===== src/rtl/bud_pkg.sv =====
// Shared constants and types for the buddy allocator.
// No dependencies.
package bud_pkg;

    localparam int TOP_ORDER   = 9;
    localparam int TOTAL_UNITS = 512;
    localparam int ADDR_W      = 9;
    localparam int SIZE_W      = 10;
    localparam int ORD_W       = 4;
    localparam int FLAG_W      = 10;
    localparam int PAIR_W      = 9;
    localparam int FLAG_COUNT  = 2 * TOTAL_UNITS - 1;
    localparam int PAIR_COUNT  = TOTAL_UNITS - 1;

    localparam logic [1:0] ST_OK       = 2'd0;
    localparam logic [1:0] ST_NO_SPACE = 2'd1;
    localparam logic [1:0] ST_BAD_SIZE = 2'd2;

    localparam logic OP_ALLOC = 1'b0;
    localparam logic OP_FREE  = 1'b1;

    function automatic logic [FLAG_W-1:0] flag_base(input logic [ORD_W-1:0] ord);
        logic [FLAG_W-1:0] b;
        b = '0;
        for (int o = 0; o < TOP_ORDER; o++)
            if (o < int'(ord))
                b = b + FLAG_W'(TOTAL_UNITS >> o);
        return b;
    endfunction

    function automatic logic [PAIR_W-1:0] pair_base(input logic [ORD_W-1:0] ord);
        logic [PAIR_W-1:0] b;
        b = '0;
        for (int o = 0; o < TOP_ORDER; o++)
            if (o < int'(ord))
                b = b + PAIR_W'(TOTAL_UNITS >> (o + 1));
        return b;
    endfunction

endpackage


===== src/rtl/bud_flag_mem.sv =====
// Free-flag store: one bit per block of every order, sync read.
// Depends on bud_pkg. Reset state restored by the engine's clearing pass.
module bud_flag_mem (
    input  logic                      i_clk,
    input  logic                      i_we,
    input  logic [bud_pkg::FLAG_W-1:0] i_waddr,
    input  logic                      i_wdata,
    input  logic [bud_pkg::FLAG_W-1:0] i_raddr,
    output logic                      o_rdata
);
    logic r_mem [bud_pkg::FLAG_COUNT];

    always_ff @(posedge i_clk) begin
        if (i_we) r_mem[i_waddr] <= i_wdata;
        o_rdata <= r_mem[i_raddr];
    end
endmodule


===== src/rtl/bud_pair_mem.sv =====
// Buddy pair-bit store, sync read.
// Depends on bud_pkg.
module bud_pair_mem (
    input  logic                      i_clk,
    input  logic                      i_we,
    input  logic [bud_pkg::PAIR_W-1:0] i_waddr,
    input  logic                      i_wdata,
    input  logic [bud_pkg::PAIR_W-1:0] i_raddr,
    output logic                      o_rdata
);
    logic r_mem [bud_pkg::PAIR_COUNT];

    always_ff @(posedge i_clk) begin
        if (i_we) r_mem[i_waddr] <= i_wdata;
        o_rdata <= r_mem[i_raddr];
    end
endmodule


===== src/rtl/buddy_allocator.sv =====
// Top level of the buddy allocator: control sequencer over two memories.
// Depends on bud_pkg, bud_flag_mem, bud_pair_mem.
//
// channel  | dir | signals
// request  | in  | i_start, o_busy, i_operation, i_request_size, i_block_address
// result   | out | o_done, o_granted_address, o_status
//
// After reset a clearing pass runs with o_busy high.
// Allocate: a read (S_SRCH) and a check (S_SWAIT) per free-flag entry scanned, up to 1023
// entries in the flat scan; S_SPLIT per split order, then S_PRD and S_PWAIT per pair toggle.
// Free: S_PRD and S_PWAIT per pair toggle, S_MERGE per merge, then a final write
// (S_FINAL). Each request ends with one done cycle; a bad size is done the
// cycle after accept. Results cannot be stalled.
module buddy_allocator (
    input  logic                          i_clk,
    input  logic                          i_rst_n,
    input  logic                          i_start,
    output logic                          o_busy,
    input  logic                          i_operation,
    input  logic [bud_pkg::SIZE_W-1:0]    i_request_size,
    input  logic [bud_pkg::ADDR_W-1:0]    i_block_address,
    output logic                          o_done,
    output logic [bud_pkg::ADDR_W-1:0]    o_granted_address,
    output logic [1:0]                    o_status
);
    localparam logic [3:0] S_CLEAR = 4'd0, S_IDLE = 4'd1, S_SRCH = 4'd2,
                           S_SWAIT = 4'd3, S_SPLIT = 4'd4, S_PRD = 4'd5,
                           S_PWAIT = 4'd6, S_MERGE = 4'd7, S_FINAL = 4'd8,
                           S_DONE = 4'd9;

    logic [3:0] r_st, n_st;
    logic [bud_pkg::FLAG_W-1:0] r_idx, n_idx;
    logic r_op, n_op;
    logic [bud_pkg::ORD_W-1:0] r_ord, n_ord, r_lvl, n_lvl, r_mcnt, n_mcnt;
    logic [bud_pkg::ADDR_W-1:0] r_addr, n_addr, r_scan, n_scan;
    logic [1:0] r_status, n_status;

    logic f_we, f_wd, f_rd, p_we, p_wd, p_rd;
    logic [bud_pkg::FLAG_W-1:0] f_wa, f_ra;
    logic [bud_pkg::PAIR_W-1:0] p_wa, p_ra;

    bud_flag_mem u_flag (.i_clk(i_clk), .i_we(f_we), .i_waddr(f_wa), .i_wdata(f_wd),
                         .i_raddr(f_ra), .o_rdata(f_rd));
    bud_pair_mem u_pair (.i_clk(i_clk), .i_we(p_we), .i_waddr(p_wa), .i_wdata(p_wd),
                         .i_raddr(p_ra), .o_rdata(p_rd));

    logic [bud_pkg::ORD_W-1:0] in_ord;
    logic bad_size;
    logic [bud_pkg::ADDR_W-1:0] align_mask, lvl_unit, half_unit, scan_next, buddy;
    logic [bud_pkg::FLAG_W-1:0] lvl_cnt;

    always_comb begin
        in_ord = '0;
        for (int o = bud_pkg::TOP_ORDER - 1; o >= 0; o--)
            if ({1'b0, i_request_size} > (11'd1 << o)) begin
                in_ord = bud_pkg::ORD_W'(o + 1);
                break;
            end
        bad_size   = (i_request_size == '0) ||
                     (i_request_size > bud_pkg::SIZE_W'(bud_pkg::TOTAL_UNITS));
        align_mask = ~((bud_pkg::ADDR_W'(1) << r_ord) - bud_pkg::ADDR_W'(1));
        lvl_unit   = bud_pkg::ADDR_W'(1) << r_lvl;
        half_unit  = bud_pkg::ADDR_W'(1) << (r_lvl - 1'b1);
        lvl_cnt    = bud_pkg::FLAG_W'(bud_pkg::TOTAL_UNITS) >> r_lvl;
        scan_next  = r_scan + lvl_unit;
        buddy      = r_addr ^ (bud_pkg::ADDR_W'(1) << (r_ord + r_mcnt));
    end

    always_comb begin
        n_st = r_st; n_idx = r_idx; n_op = r_op; n_ord = r_ord; n_lvl = r_lvl;
        n_mcnt = r_mcnt; n_addr = r_addr; n_scan = r_scan; n_status = r_status;
        f_we = 1'b0; f_wd = 1'b0; f_wa = r_idx; f_ra = '0;
        p_we = 1'b0; p_wd = 1'b0; p_wa = '0; p_ra = '0;
        unique case (r_st)
            S_CLEAR: begin
                f_we = 1'b1; f_wa = r_idx;
                f_wd = (r_idx == bud_pkg::FLAG_W'(bud_pkg::FLAG_COUNT - 1));
                p_we = (r_idx < bud_pkg::FLAG_W'(bud_pkg::PAIR_COUNT));
                p_wa = r_idx[bud_pkg::PAIR_W-1:0];
                n_idx = r_idx + 1'b1;
                if (r_idx == bud_pkg::FLAG_W'(bud_pkg::FLAG_COUNT - 1)) n_st = S_IDLE;
            end
            S_IDLE: begin
                if (i_start) begin
                    n_op = i_operation; n_ord = in_ord; n_lvl = in_ord;
                    n_scan = '0; n_mcnt = '0; n_status = bud_pkg::ST_OK;
                    n_addr = i_block_address;
                    if (bad_size) begin
                        n_status = bud_pkg::ST_BAD_SIZE; n_st = S_DONE;
                    end else if (i_operation == bud_pkg::OP_FREE) begin
                        n_st = S_PRD;
                    end else begin
                        n_st = S_SRCH;
                    end
                end
            end
            S_SRCH: begin
                f_ra = bud_pkg::flag_base(r_lvl) + bud_pkg::FLAG_W'(r_scan >> r_lvl);
                n_st = S_SWAIT;
            end
            S_SWAIT: begin
                if (f_rd) begin
                    n_addr = r_scan;
                    f_we = 1'b1; f_wd = 1'b0;
                    f_wa = bud_pkg::flag_base(r_lvl) + bud_pkg::FLAG_W'(r_scan >> r_lvl);
                    n_st = S_SPLIT;
                end else if ((bud_pkg::FLAG_W'(r_scan >> r_lvl) + 1'b1) < lvl_cnt) begin
                    n_scan = scan_next; n_st = S_SRCH;
                end else if (r_lvl < bud_pkg::ORD_W'(bud_pkg::TOP_ORDER)) begin
                    n_lvl = r_lvl + 1'b1; n_scan = '0; n_st = S_SRCH;
                end else begin
                    n_status = bud_pkg::ST_NO_SPACE; n_st = S_DONE;
                end
            end
            S_SPLIT: begin
                if (r_lvl > r_ord) begin
                    f_we = 1'b1; f_wd = 1'b1;
                    f_wa = bud_pkg::flag_base(r_lvl - 1'b1) +
                           bud_pkg::FLAG_W'((r_addr + half_unit) >> (r_lvl - 1'b1));
                    n_lvl = r_lvl - 1'b1;
                end else begin
                    n_lvl = r_ord; n_st = S_PRD;
                end
            end
            S_PRD: begin
                if (r_op == bud_pkg::OP_FREE && r_lvl == r_ord)
                    n_addr = r_addr & align_mask;
                if (r_lvl >= bud_pkg::ORD_W'(bud_pkg::TOP_ORDER)) begin
                    n_st = (r_op == bud_pkg::OP_FREE) ? S_MERGE : S_DONE;
                    n_mcnt = '0;
                end else begin
                    p_ra = bud_pkg::pair_base(r_lvl) +
                           bud_pkg::PAIR_W'((r_addr & align_mask) >> (r_lvl + 1'b1));
                    n_st = S_PWAIT;
                end
            end
            S_PWAIT: begin
                p_we = 1'b1; p_wd = ~p_rd;
                p_wa = bud_pkg::pair_base(r_lvl) + bud_pkg::PAIR_W'(r_addr >> (r_lvl + 1'b1));
                if (r_op == bud_pkg::OP_ALLOC) begin
                    if (p_rd) n_st = S_DONE;
                    else begin n_lvl = r_lvl + 1'b1; n_st = S_PRD; end
                end else begin
                    if (!p_rd) begin n_st = S_MERGE; n_mcnt = '0; end
                    else begin n_lvl = r_lvl + 1'b1; n_st = S_PRD; end
                end
            end
            S_MERGE: begin
                if (r_ord + r_mcnt < r_lvl) begin
                    f_we = 1'b1; f_wd = 1'b0;
                    f_wa = bud_pkg::flag_base(r_ord + r_mcnt) +
                           bud_pkg::FLAG_W'(buddy >> (r_ord + r_mcnt));
                    if (buddy < r_addr) n_addr = buddy;
                    n_mcnt = r_mcnt + 1'b1;
                end else n_st = S_FINAL;
            end
            S_FINAL: begin
                f_we = 1'b1; f_wd = 1'b1;
                f_wa = bud_pkg::flag_base(r_lvl) + bud_pkg::FLAG_W'(r_addr >> r_lvl);
                n_addr = '0; n_st = S_DONE;
            end
            S_DONE: n_st = S_IDLE;
            default: n_st = S_IDLE;
        endcase
    end

    always_ff @(posedge i_clk) begin
        if (!i_rst_n) begin
            r_st <= S_CLEAR; r_idx <= '0;
        end else begin
            r_st <= n_st; r_idx <= n_idx;
        end
        r_op <= n_op; r_ord <= n_ord; r_lvl <= n_lvl; r_mcnt <= n_mcnt;
        r_addr <= n_addr; r_scan <= n_scan; r_status <= n_status;
    end

    assign o_busy = (r_st != S_IDLE);
    assign o_done = (r_st == S_DONE);
    assign o_status = r_status;
    assign o_granted_address = (r_status == bud_pkg::ST_OK && r_op == bud_pkg::OP_ALLOC)
                               ? r_addr : '0;
endmodule


===== config.mk =====
export PLATFORM = sky130hd
export DESIGN_NAME = buddy_allocator
export DESIGN_NICKNAME = d
export VERILOG_FILES = /design/src/rtl/bud_pkg.sv /design/src/rtl/bud_flag_mem.sv /design/src/rtl/bud_pair_mem.sv /design/src/rtl/buddy_allocator.sv
export SDC_FILE = /design/constraint.sdc
export NUM_CORES = 2
export LEC_CHECK = 0
export ABC_AREA = 1
export BUFFER_PORTS_ARGS = -buffer_cell sky130_fd_sc_hd__clkbuf_2
export CORE_AREA = 2 2 407 409
export DETAILED_ROUTE_END_ITERATION = 6
export DIE_AREA = 0 0 409 411
export GPL_ROUTABILITY_DRIVEN = 0
export HOLD_SLACK_MARGIN = 0.15
export PLACE_DENSITY = 0.78
export SLEW_MARGIN = 20
export SYNTH_ARGS = -nofsm -noshare
export SYNTH_HDL_FRONTEND = slang
export SYNTH_SLANG_ARGS = --single-unit

===== constraint.sdc =====
create_clock -name i_clk -period 68.5 [get_ports i_clk]
set_input_delay 6.85 -clock i_clk [delete_from_list [all_inputs] [get_ports i_clk]]
set_output_delay 6.85 -clock i_clk [all_outputs]
set_load 0.01 [all_outputs]

=== After elaboration in Yosys (flattened, before gate mapping) ===
Memory sizes are Yosys's and may differ from the RTL's. A register that Yosys moved wholly into a read port is not among the register bits.
Index checks and enable logic that the tools add are counted.

* Multiplexer cells: 288
* Equal/unequal tests: 30
* Reductions and logical operators: 18
* Add/subtract/negate cells: 72
* Bitwise logic cells: 5
* Shift-type cells: 11
* Magnitude comparators: 44

{| class="wikitable"
|+ Operators by type and width
! operator !! number
|-
| 10-bit 2-to-1 mux || 119
|-
| 9-bit 2-to-1 mux || 56
|-
| 4-bit 2-to-1 mux || 51
|-
| 10-bit adder || 5
|-
| 10-bit by 2-bit adder with 10-bit output, second input constant || 5
|-
| 10-bit by 3-bit adder with 10-bit output, second input constant || 5
|-
| 10-bit by 4-bit adder with 10-bit output, second input constant || 5
|-
| 10-bit by 5-bit adder with 10-bit output, second input constant || 5
|-
| 10-bit by 6-bit adder with 10-bit output, second input constant || 5
|-
| 10-bit by 7-bit adder with 10-bit output, second input constant || 5
|-
| 10-bit by 8-bit adder with 10-bit output, second input constant || 5
|-
| 10-bit by 9-bit adder with 10-bit output, second input constant || 5
|-
| 3-bit by 4-bit less-than comparator with 1-bit output, first input constant || 12
|-
| 9-bit one-hot mux with 5 select lines || 1
|-
| 1-bit 2-to-1 mux || 44
|-
| 10-bit one-hot mux with 4 select lines || 1
|-
| 4-bit one-hot mux with 9 select lines || 1
|-
| 9-bit one-hot mux with 2 select lines || 2
|-
| 1-bit by 4-bit << shifter with 9-bit output, first input constant || 4
|-
| 4-bit one-hot mux with 4 select lines || 2
|-
| 9-bit by 4-bit >> shifter with 10-bit output || 3
|-
| 2-bit != test, second input constant || 14
|-
| 9-bit adder || 3
|-
| 1-bit by 4-bit less-than comparator with 1-bit output, first input constant || 6
|-
| 70 further kinds || 104
|}

* Bits in writable memories: 1534
* Flip-flop bits (word level): 47
* Logic and storage cells: 479
* Memories kept: 2

{| class="wikitable"
|+ Memories
! name !! depth !! bits a word !! read ports !! clocked after memory_dff !! write ports !! line !! RTL
|-
| u_flag.r_mem || 1023 || 1 || 1 || 1 || 1 || bud_flag_mem.sv:11 || <nowiki>logic r_mem [bud_pkg::FLAG_COUNT];</nowiki>
|-
| u_pair.r_mem || 511 || 1 || 1 || 1 || 1 || bud_pair_mem.sv:11 || <nowiki>logic r_mem [bud_pkg::PAIR_COUNT];</nowiki>
|}

=== Longest topological paths before layout ===
* Word-level depth: 40
* Mapped depth: 48

=== Cells and area by module ===
Synthesis repeated with hierarchy kept, for this count alone.

* Cells, all modules: 8557
* Area, all modules: 78546.6 sq um

{| class="wikitable"
|+ By module, submodules not included
! module !! area each (sq um) !! sequential area each (sq um) !! cells an instance !! times used
|-
| bud_flag_mem || 46447.0 || 30739.5 || 4683 || 1
|-
| bud_pair_mem || 23042.1 || 15364.7 || 2350 || 1
|-
| buddy_allocator || 9057.4 || 1271.2 || 1524 || 1
|}

=== Least setup slack after synthesis ===
Ideal clock, no wire load.

* Kind: register -> register
* Start point: register r_st[2]
* End point: memory u_flag.r_mem[0], data pin
* Setup time: 5491 ps
* Stages on the path, launching flop included: 7
* Arrival: 27483 ps
* Slack: 35526 ps
* Period minus slack after synthesis: 32974 ps
* Path buffers: 1
* Cells stage by stage: dfxtp_1 > nor2_1 > inv_1 > nor2_1 > inv_1 > clkbuf_1 > o211ai_1

* Cells in the longest elaborated chain, start to end: 2
* Elaborated cells on any way between the ends: 4
* Those cells by class: 2 x eq/ne; 1 x mux; 1 x reduce/logical

{| class="wikitable"
|+ Ends and longest elaborated chain
! what !! line !! RTL
|-
| start, declared || buddy_allocator.sv:31 || <nowiki>logic [3:0] r_st, n_st;</nowiki>
|-
| start signal, assigned || buddy_allocator.sv:171 || <nowiki>r_st <= n_st; r_idx <= n_idx;</nowiki>
|-
| 4-bit == test (tied with other cells) || buddy_allocator.sv:74 || <nowiki>unique case (r_st)</nowiki>
|-
| 1-bit one-hot mux with 3 select lines (*) || buddy_allocator.sv:74 ||
|-
| via f_wd || buddy_allocator.sv:38 || <nowiki>logic f_we, f_wd, f_rd, p_we, p_wd, p_rd;</nowiki>
|-
| end, declared || bud_flag_mem.sv:11 ||
|}

The timed path passes the listed nets; every way through them passes the cells marked *.

=== Final worst setup path ===
* Start point: register r_lvl[1] (netlist bit)
* End point: memory u_flag.r_mem[259], enable pin

* Cells in the longest elaborated chain, start to end: 40
* Elaborated cells on any way between the ends: 133
* Those cells by class: 29 x add/sub; 20 x order compare; 4 x shift; 80 x mux

{| class="wikitable"
|+ Ends and longest elaborated chain
! what !! line !! RTL
|-
| start, declared || buddy_allocator.sv:34 || <nowiki>logic [bud_pkg::ORD_W-1:0] r_ord, n_ord, r_lvl, n_lvl, r_mcnt, n_mcnt;</nowiki>
|-
| start signal, assigned || buddy_allocator.sv:173 || <nowiki>r_op <= n_op; r_ord <= n_ord; r_lvl <= n_lvl; r_mcnt <= n_mcnt;</nowiki>
|-
| 4-bit by 1-bit subtractor with 4-bit output || buddy_allocator.sv:63, buddy_allocator.sv:118, buddy_allocator.sv:119 ||
|-
| 1-bit by 4-bit less-than comparator with 1-bit output || bud_pkg.sv:26 || <nowiki>if (o < int'(ord))</nowiki>
|-
| 10-bit 2-to-1 mux || bud_pkg.sv:26 ||
|-
| 10-bit 2-to-1 mux || buddy_allocator.sv:116 || <nowiki>if (r_lvl > r_ord) begin</nowiki>
|-
| 10-bit 2-to-1 mux || buddy_allocator.sv:74 ||
|-
| 10-bit by 9-bit adder with 10-bit output || bud_pkg.sv:27 || <nowiki>b = b + FLAG_W'(TOTAL_UNITS >> o);</nowiki>
|-
| 10-bit 2-to-1 mux || bud_pkg.sv:26 ||
|-
| 10-bit 2-to-1 mux || buddy_allocator.sv:116 ||
|-
| (+24 left out) || -- ||
|-
| 10-bit 2-to-1 mux || buddy_allocator.sv:74 ||
|-
| 10-bit by 2-bit adder with 10-bit output || bud_pkg.sv:27 ||
|-
| 10-bit 2-to-1 mux || bud_pkg.sv:26 ||
|-
| 10-bit 2-to-1 mux || buddy_allocator.sv:116 ||
|-
| 10-bit 2-to-1 mux || buddy_allocator.sv:74 ||
|-
| 10-bit adder || buddy_allocator.sv:118 || <nowiki>f_wa = bud_pkg::flag_base(r_lvl - 1'b1) +</nowiki>
|-
| 10-bit 2-to-1 mux || buddy_allocator.sv:116 ||
|-
| 10-bit one-hot mux with 4 select lines || buddy_allocator.sv:74 ||
|}

Parallel ways exist; a longest one is shown, timed or not. The select of a mux whose other input is x is not followed.

==> out/metrics.yaml <==
status: "finished with violations"
violations: "DRC"
period_share_pct: 13.6
max_freq_mhz: 107
drc: 6
root_buffer: "clkbuf_16"
ys_ff_latch: 1583
clock_sinks: 1583
slew_viol_final: 0
initial_core_util_pct: 51.7
max-cap-violations: 0
drt_iter0_markers: 9677
dr.pass1.iters: 7
slowest_delay_ns: 0.93
die_area_um2: 168000
routed_via_density: 6.51
slew_headroom_pct: 18.6
setup_viol: 0
dp_hpwl_um: 117000
post-route-util_pct: 55.0
die_w_um: 409
synth_top_family_by_area: "simple AND/OR/NAND/NOR gates"
synth.avg_cell_area_um2: 10.5
setup_ws_ns: 59.19
leakage_nw: 27.2
seq_area_frac_synth_pct: 55.9
core_um2: 164000
cp-startpoint: "r_lvl[1]"
cts_setup_buffers: 0
synth_top_area_share_pct: 55.5
final_hold_viol_count: 0
io_buffers: 35
rows: 149
required_ns: 68.98
worstPathArrival_ns: 9.80
cts_resized: 0
hp-class: "reg2reg"
fin_setup_tns_ns: 0
ctsHoldBuffers: 0
cts.path.max_buffers: 3
r2r-end: "u_flag.r_mem[259]"
synth_top_area_cell: "edfxtp_1"
r2r_start: "r_lvl[1]"
synth-simple-area-share_pct: 26.5
ys_types: 71
grt_usage_pct: 26.7
syn2layout_area_growth_pct: 6.33
synthTopCellsByArea: "edfxtp_1, nor3_2, nor2_1"
n_antenna_cell: 0
r2r_cells: 34
power_density_nw_per_um2: 24.4
grt_pass1_wl_um: 355000
cp-start-kind: "flop"
cp_max_fo: 68
muxShareOfSynthArea_pct: 0.0118
grt_max_degree: 293
finalNetCount: 7716
wl_per_cell_um: 23.4
power.total_mw: 2.20
synthXorXnorAreaFrac_pct: 0.335
synth_compound_area_share_pct: 9.60
ys_warn_count: 0
synthCells: 8065
tightest_slew_ns: 1.22
grt_overflow: 0
end_kind: "flop"
finalNonFillerCells: 9903
ir_drop_mv: 0.0190
io_pins: 36
fillers: 13397
synth-main-ff-cell: "edfxtp_1"
die_h_um: 411
cts_tree: "yes"
vias: 64477
first_global_vias: 61286
htreeDepth: 4
totalWireLength_um: 231000
pre_cts_ws_ns: 59.42
reg2reg_setup_slack_ns: 59.19
cts_buffers: 162
rsz0062_at_grt: "no"
synth_area_um2: 84800
finalClockSkew_ns: 0.0701
synthesis.nets: 8195
period_needed_ns: 9.31
clk_pin_slew_worst_paths_ns: 0.07
crit_type: "reg2reg"
async_reset_ff_share_pct: 0
placed_cells: 9604
cpMostUsedCell: "inv_1"
synth_adder_area_share_pct: 1.61
ant_nets: 0
layout-drive-gt1-share_pct: 18.7
critPathCapture: "u_flag.r_mem[259]"
clk_latency_ns: 0.84
synth_edf_count: 1567
cp_slowest_cell: "edfxtp_1"
grt_antenna_before_repair: 0
-- kinds of logic (layout without fill, tap and decap cells) --
kind of cell	Yosys count	in the layout
AOI/OAI and AO/OA	1272	1272
xor gates and xnor gates	26	26
adders and majority gates	107	107
buffers and inverters	1092	741
DFF	1583	1583
muxes	1	1
other	1	1
and+or+nand+nor	3983	3983
-- registers in the layout, indices dropped and copies added (netlist names), 2 cells and up --
register	cells
r_scan	9
u_flag.r_mem	1023
r_st	4
o_status	2
u_pair.r_mem	511
r_idx	10
r_ord	4
r_addr	9
r_lvl	4
r_mcnt	4
-- layout by cell type (no fill, tap or decap), types with 35 or more instances in the layout --
cell type,synthesis,routed
a21oi_1,110,110
buf_4,40,105
clkbuf_16,0,164
clkbuf_2,0,35
clkinv_1,4,55
edfxtp_1,1567,1567
ha_1,104,103
inv_1,263,259
nand2_1,538,531
nand3_1,533,520
nand4_1,73,73
nor2_1,1291,1286
nor3_1,525,525
nor3_2,779,779
o211ai_1,304,304
o21ai_0,546,546
o221ai_1,66,66
o32ai_1,100,100
or2_2,172,172
-- how the worst min path moves through the flow --
| stage | start | endpoint | slack (ns) | cells after the start |
|---|---|---|---|---|
| 2_1_floorplan | r_idx[2] | r_idx[2] | 0.45 | 1 |
| 3_5_place_dp | r_idx[2] | r_idx[2] | 0.48 | 1 |
| 3_3_place_gp | r_idx[2] | r_idx[2] | 0.47 | 1 |
| 4_1_cts | r_idx[2] | r_idx[2] | 0.49 | 1 |
| 5_1_grt | r_idx[2] | r_idx[2] | 0.51 | 1 |
| 6_report | r_idx[2] | r_idx[2] | 0.49 | 1 |
-- layout make-up --
cell class                      count  area [µm²]  share of cell area (%)
Sequential cell                  1583       47400                    52.6
Multi-Input combinational cell   5390       32500                    36.0
Clock buffer                      196        4220                    4.69
Tap cell                         2189        2740                    3.04
Timing Repair Buffer              156        1250                    1.39
Inverter                          293        1130                    1.26
Clock inverter                     96         931                    1.03
-- critical path, delay by kind of cell, from the launching register on --
| family | cells | cell delay (ns) |
|---|---|---|
| AO/OA/AOI/OAI | 7 | 1.18 |
| XOR/XNOR | 1 | 0.17 |
| adder cells (fa/ha/maj) | 5 | 1.70 |
| buffers and inverters | 9 | 3.01 |
| flip-flops | 1 | 0.93 |
| AND/OR/NAND/NOR | 12 | 1.82 |
-- power breakdown --
part           internal (mW)  switching (mW)
clock network          0.480           0.382
logic                 0.0606           0.206
registers               1.06         0.00839
total                   1.60           0.596
-- synth_stat cells (4+ instances only) --
cell and instances:
edfxtp_1 1567, nor2_1 1291, nor3_2 779, o21ai_0 546, nand2_1 538, nand3_1 533, nor3_1 525, clkbuf_1 407
o211ai_1 304, inv_1 263, buf_2 245, or2_2 172, a21oi_1 110, ha_1 104, o32ai_1 100, buf_6 74
nand4_1 73, o221ai_1 66, buf_4 40, buf_1 32, o31ai_1 32, nand4_4 26, inv_2 25, o22ai_1 19
xor2_1 18, o21ai_1 17, dfxtp_1 16, a31oi_1 13, a211oi_1 11, o2111ai_1 10, nor2_2 8, o21bai_1 8
nand3b_1 6, nor2_4 6, o21ai_2 6, or2_1 6, o21a_1 5, xnor2_1 5, a21oi_4 4, clkinv_1 4
-- routing by layer --
metal  part of all wire [%]  global-route usage [%]
met2                     47                    42.3
met4                    4.2                    11.7
met1                     38                    35.6
met5                      0                       0
met3                     11                    5.74
-- through the flow --
step,instance area [µm²],hold WS [ns]
2_1_floorplan,84800,0.452
3_3_place_gp,84800,0.465
4_1_cts,90000,0.491
6_report,90100,0.492
3_5_place_dp,84800,0.483
5_1_grt,90100,0.508
Note: power is estimated with default switching activity, not from simulation.
